**src/design/blz_pkg.sv**
```systemverilog
// Shared types and constants of the backward LZ decompressor.
package blz_pkg;

  // Default depth of the history memory in bytes.
  localparam int unsigned HistDepthDef = 8192;

  // Width of the length registers and of the position counters.
  localparam int unsigned LenW = 32;

  // Token fields: length and offset both carry a bias of three.
  localparam logic [4:0] TokenLenBias = 5'd3;
  localparam logic [12:0] TokenOfsBias = 13'd3;

  // Flags supplied by one flag byte.
  localparam logic [3:0] FlagsPerByte = 4'd8;

  // Configuration register indexes.
  typedef enum logic [0:0] {
    CfgPayloadLen = 1'b0,
    CfgOutputLen  = 1'b1
  } cfg_reg_e;

  // Status codes of a result word.
  typedef enum logic [1:0] {
    StsOk        = 2'd0,
    StsTruncated = 2'd1,
    StsPastEnd   = 2'd2,
    StsOverlap   = 2'd3
  } status_e;

  // Which byte of the stream is expected next.
  typedef enum logic [1:0] {
    PhFlag = 2'd0,
    PhElem = 2'd1,
    PhLow  = 2'd2
  } phase_e;

endpackage

```
**src/design/blz_mod.sv**
```systemverilog
// Wrapped history index step: adds or subtracts an amount modulo the history depth.
module blz_mod #(
  parameter int unsigned Depth = blz_pkg::HistDepthDef
) (
  input  logic [$clog2(Depth)-1:0] idx_i,
  input  logic [$clog2(Depth):0]   amt_i,
  input  logic                     sub_i,
  output logic [$clog2(Depth)-1:0] idx_o
);

  localparam int unsigned IdxW = $clog2(Depth);
  localparam logic [IdxW:0] DepthX = (IdxW + 1)'(Depth);

  logic [IdxW:0] sum;
  logic [IdxW:0] diff;

  // The index is below the depth and the amount is at most the depth, so a
  // single correction by the depth brings either result back into range.
  assign sum  = {1'b0, idx_i} + amt_i;
  assign diff = {1'b0, idx_i} - amt_i;

  always_comb begin
    if (sub_i) begin
      idx_o = diff[IdxW] ? IdxW'(diff + DepthX) : diff[IdxW-1:0];
    end else begin
      idx_o = (sum >= DepthX) ? IdxW'(sum - DepthX) : sum[IdxW-1:0];
    end
  end

endmodule

```
**config.mk**
```make
export PLATFORM = sky130hd
export DESIGN_NAME = blz_mod
export DESIGN_NICKNAME = d
export VERILOG_FILES = /design/src/design/blz_pkg.sv /design/src/design/blz_mod.sv
export SDC_FILE = /design/constraint.sdc
export NUM_CORES = 1
export LEC_CHECK = 0
export ABC_CLOCK_PERIOD_IN_PS = 4270
export BUFFER_PORTS_ARGS = -buffer_cell sky130_fd_sc_hd__buf_2
export CAP_MARGIN = 25
export CORE_MARGIN = 5
export CORE_UTILIZATION = 50
export DETAILED_ROUTE_END_ITERATION = 8
export PLACE_DENSITY = 0.84
export SLEW_MARGIN = 30
export SYNTH_ARGS = -nofsm -noshare
export SYNTH_HDL_FRONTEND = slang
export SYNTH_SLANG_ARGS = --single-unit
```
**constraint.sdc**
```tcl
create_clock -name vclk -period 4.27
set_input_delay 0.6405 -clock vclk [all_inputs]
set_output_delay 0.6405 -clock vclk [all_outputs]
set_load 0.02 [all_outputs]
```
==> insert_results.sql <==
INSERT INTO impl_metrics (metric_group, metric, value, unit) VALUES
('floorplanning', 'start_util', '51.1', '%'),
('sta', 'max_clock_freq', '248', 'MHz'),
('synth', 'synth_xor_area_share', '22.2', '%'),
('global_routing', 'grt_use_total', '15.7', '%'),
('finish', 'post_route_cells_drive_above_1_share', '32.5', '%'),
('sta', 'final_min_period_over_clock_period', '94.4', '%'),
('run_status', 'outcome', 'complete, no violations', ''),
('synth', 'sequential_fraction_of_the_synthesis_area', '0', '%'),
('worst_setup_path', 'critPathCaptureType', 'primary output', ''),
('synth', 'synth_mux_area_share', '2.32', '%'),
('route', 'post_drt_wl_per_cell', '12.3', 'um'),
('global_routing', 'grt_first_pass_wirelength', '3440', 'um'),
('synth', 'synth_top_area_share', '18.8', '%'),
('sta', 'finalWorstPathRequiredPeriod', '4.03', 'ns'),
('min_path', 'hold-path-endpoint', 'idx_o[0]', ''),
('route', 'drt_iter0_drc', '20', ''),
('pwr', 'power.clock.fraction', '0', '%'),
('worst_setup_path', 'start_kind', 'input pin', ''),
('sta', 'setup_total_negative_slack', '0', 'ns'),
('min_path', 'worst_hold_path_type', 'in -> out', ''),
('route', 'drc', '0', ''),
('finish', 'num-clock-buffers', '0', ''),
('place', 'placement.io_buffers', '40', ''),
('sta', 'grt_setup_unrepaired', 'false', ''),
('flow_run', 'drv_cap', '0', ''),
('synth', 'main_combinational_cell_family_by_area_after_synthesis', 'simple AND/OR/NAND/NOR gates', ''),
('worst_setup_path', 'critPathTopFamily', 'simple AND/OR/NAND/NOR gates', ''),
('route', 'drt_wl_total', '2110', 'um'),
('floorplanning', 'die_y', '51.6', 'um'),
('min_path', 'hp-start', 'amt_i[0]', ''),
('route', 'viasPerCell', '5.50', ''),
('pwr', 'pwr-share-seq', '0', '%'),
('pwr', 'leakage', '0.524', 'nW'),
('route', 'final_antenna_violating_net_count', '0', ''),
('finish', 'design.seq.count', '0', ''),
('floorplanning', 'core_area', '1690', 'um^2'),
('global_routing', 'vias_in_the_first_global_route', '863', ''),
('sta', 'max_slew_margin', '79.1', '%'),
('finish', 'fillers', '156', ''),
('finish', 'sequential_cell_area', '0', 'um^2'),
('floorplanning', 'num_rows', '15', ''),
('pwr', 'internal_power', '0.108', 'mW'),
('global_routing', 'pin_count_of_the_biggest_net_entering_global_routing', '13', ''),
('worst_setup_path', 'crit_path_cell_trace', 'buf_2 > inv_1 > ha_1 > or4b_4 > nor4_1 > nor2_1 > xnor2_1 > ha_1 > nor2b_1 > a311o_1 > a21oi_1 > xnor2_1 > buf_2', ''),
('floorplanning', 'die_w', '51.6', 'um'),
('synth', 'syn_nets', '159', ''),
('worst_setup_path', 'worstSetupPathType', 'in -> out', ''),
('sta', 'worst_max_slew_pin_slew', '0.305', 'ns'),
('synth', 'synth_area_leaders', 'ha_1 (19%), xnor2_1 (16%), nor2_1 (7.0%), a21oi_1 (5.2%), xor2_1 (4.1%)', ''),
('synth', 'synth_compound_gate_area_share', '23.9', '%'),
('synth', 'synthSimpleGateAreaFrac', '26.1', '%'),
('clocking', 'postCtsSetupRepairBufs', '0', ''),
('sta', 'final-max-slew-violation-count', '0', ''),
('floorplanning', 'ios', '41', ''),
('sta', 'timing.final.setup_violations', '0', ''),
('clocking', 'cts_hold_repair.buffers', '0', ''),
('worst_setup_path', 'timing.critical_path.required', '3.63', 'ns'),
('finish', 'antennaDiodeCount', '0', ''),
('global_routing', 'grt_antenna_before_repair', '0', ''),
('clocking', 'cts-resized-gates', '0', ''),
('sta', 'final-hold-violation-count', '0', ''),
('place', 'detailedPlacementHpwl', '1860', 'um'),
('worst_setup_path', 'max_stage_delay', '0.51', 'ns'),
('synth', 'synth_warnings', '0', ''),
('pwr', 'sw_frac_of_total', '58.9', '%'),
('synth', 'syn-mean-instance-area', '7.38', 'um^2'),
('finish', 'flow.area_growth_from_synthesis', '24.3', '%'),
('synth', 'synthDistinctLibCells', '39', ''),
('sta', 'hold_slack', '1.67', 'ns'),
('worst_setup_path', 'cp_data_arrival_time', '3.39', 'ns'),
('pwr', 'power.ir.vdd_worst', '0.114', 'mV');
how the worst max path moves through the flow:
stage,start,end,slack (ns),cells past startpoint
3_5_place_dp,amt_i[0],idx_o[10],0.25,13
2_1_floorplan,amt_i[0],idx_o[9],0.45,12
3_3_place_gp,amt_i[0],idx_o[10],0.37,13
5_1_grt,amt_i[1],idx_o[9],0.0005,13
6_report,amt_i[0],idx_o[10],0.24,13
4_1_cts,amt_i[0],idx_o[10],0.25,13
final cells by class:
| class | instances | area (um^2) | area share (%) |
|---|---|---|---|
| multi-input combinational | 107 | 826 | 76.9 |
| timing repair buffer | 40 | 200 | 18.6 |
| inverter | 7 | 26.3 | 2.45 |
| tap | 17 | 21.3 | 1.98 |
power groups by stage:
stage               Sequential [mW]  Clock (mW)  Combinational (mW)
detailed placement                0           0               0.264
global route                      0           0               0.290
CTS                               0           0               0.265
finish                            0           0               0.263
global placement                  0           0               0.257
floorplan                         0           0               0.189
stage by stage:
| stage | setup slack [ns] | cell area, um^2 | instances | total power [mW] | utilization (%) |
|---|---|---|---|---|---|
| finish | 0.237 | 1070 | 171 | 0.263 | 63.6 |
| global route | 0.000456 | 1070 | 171 | 0.290 | 63.6 |
| detailed placement | 0.251 | 1070 | 171 | 0.264 | 63.6 |
| floorplan | 0.446 | 863 | 117 | 0.189 | - |
| CTS | 0.250 | 1070 | 171 | 0.265 | 63.6 |
| global placement | 0.366 | 1070 | 171 | 0.257 | 63.6 |
logic make-up (layout without fill, tap and decap cells):
logic type | after synthesis | after routing
simple gates | 39 | 39
mux | 2 | 2
xor+xnor | 21 | 21
compound gates | 31 | 31
fa+ha+maj | 14 | 14
buf+inv | 10 | 47
synth_stat cells (3+ instances only):
cell type and instances:
nor2_1 16, xnor2_1 16, ha_1 13, a21oi_1 9
inv_1 7, o21ai_0 6, nand3_1 4, xor2_1 4
a21o_1 3, nand2_1 3, nand4_1 3
routing by layer:
metal | vias up | track usage, % | part of all wire, %
li1 | 502 | - | -
met1 | 422 | 20.2 | 42
met2 | 17 | 30.7 | 54
met3 | 0 | 0.287 | 4.0
met4 | 0 | 0 | 0
met5 | - | 0 | 0
layout by cell type, fill, tap and decap left out, types with 2 or more instances in the layout:
master,netlist,routed
a21oi_1,9,9
mux2i_1,2,2
buf_2,0,40
nand2_1,3,3
nand3_1,4,4
a211oi_1,2,2
a21o_1,3,3
nor2_1,16,16
inv_1,7,7
ha_1,13,13
nor3_1,2,2
xnor2_1,16,16
xor2_1,4,4
o21ai_0,6,6
nand4_1,3,3
nor2b_1,2,2
No activity file was read; power rests on OpenSTA's default activity.
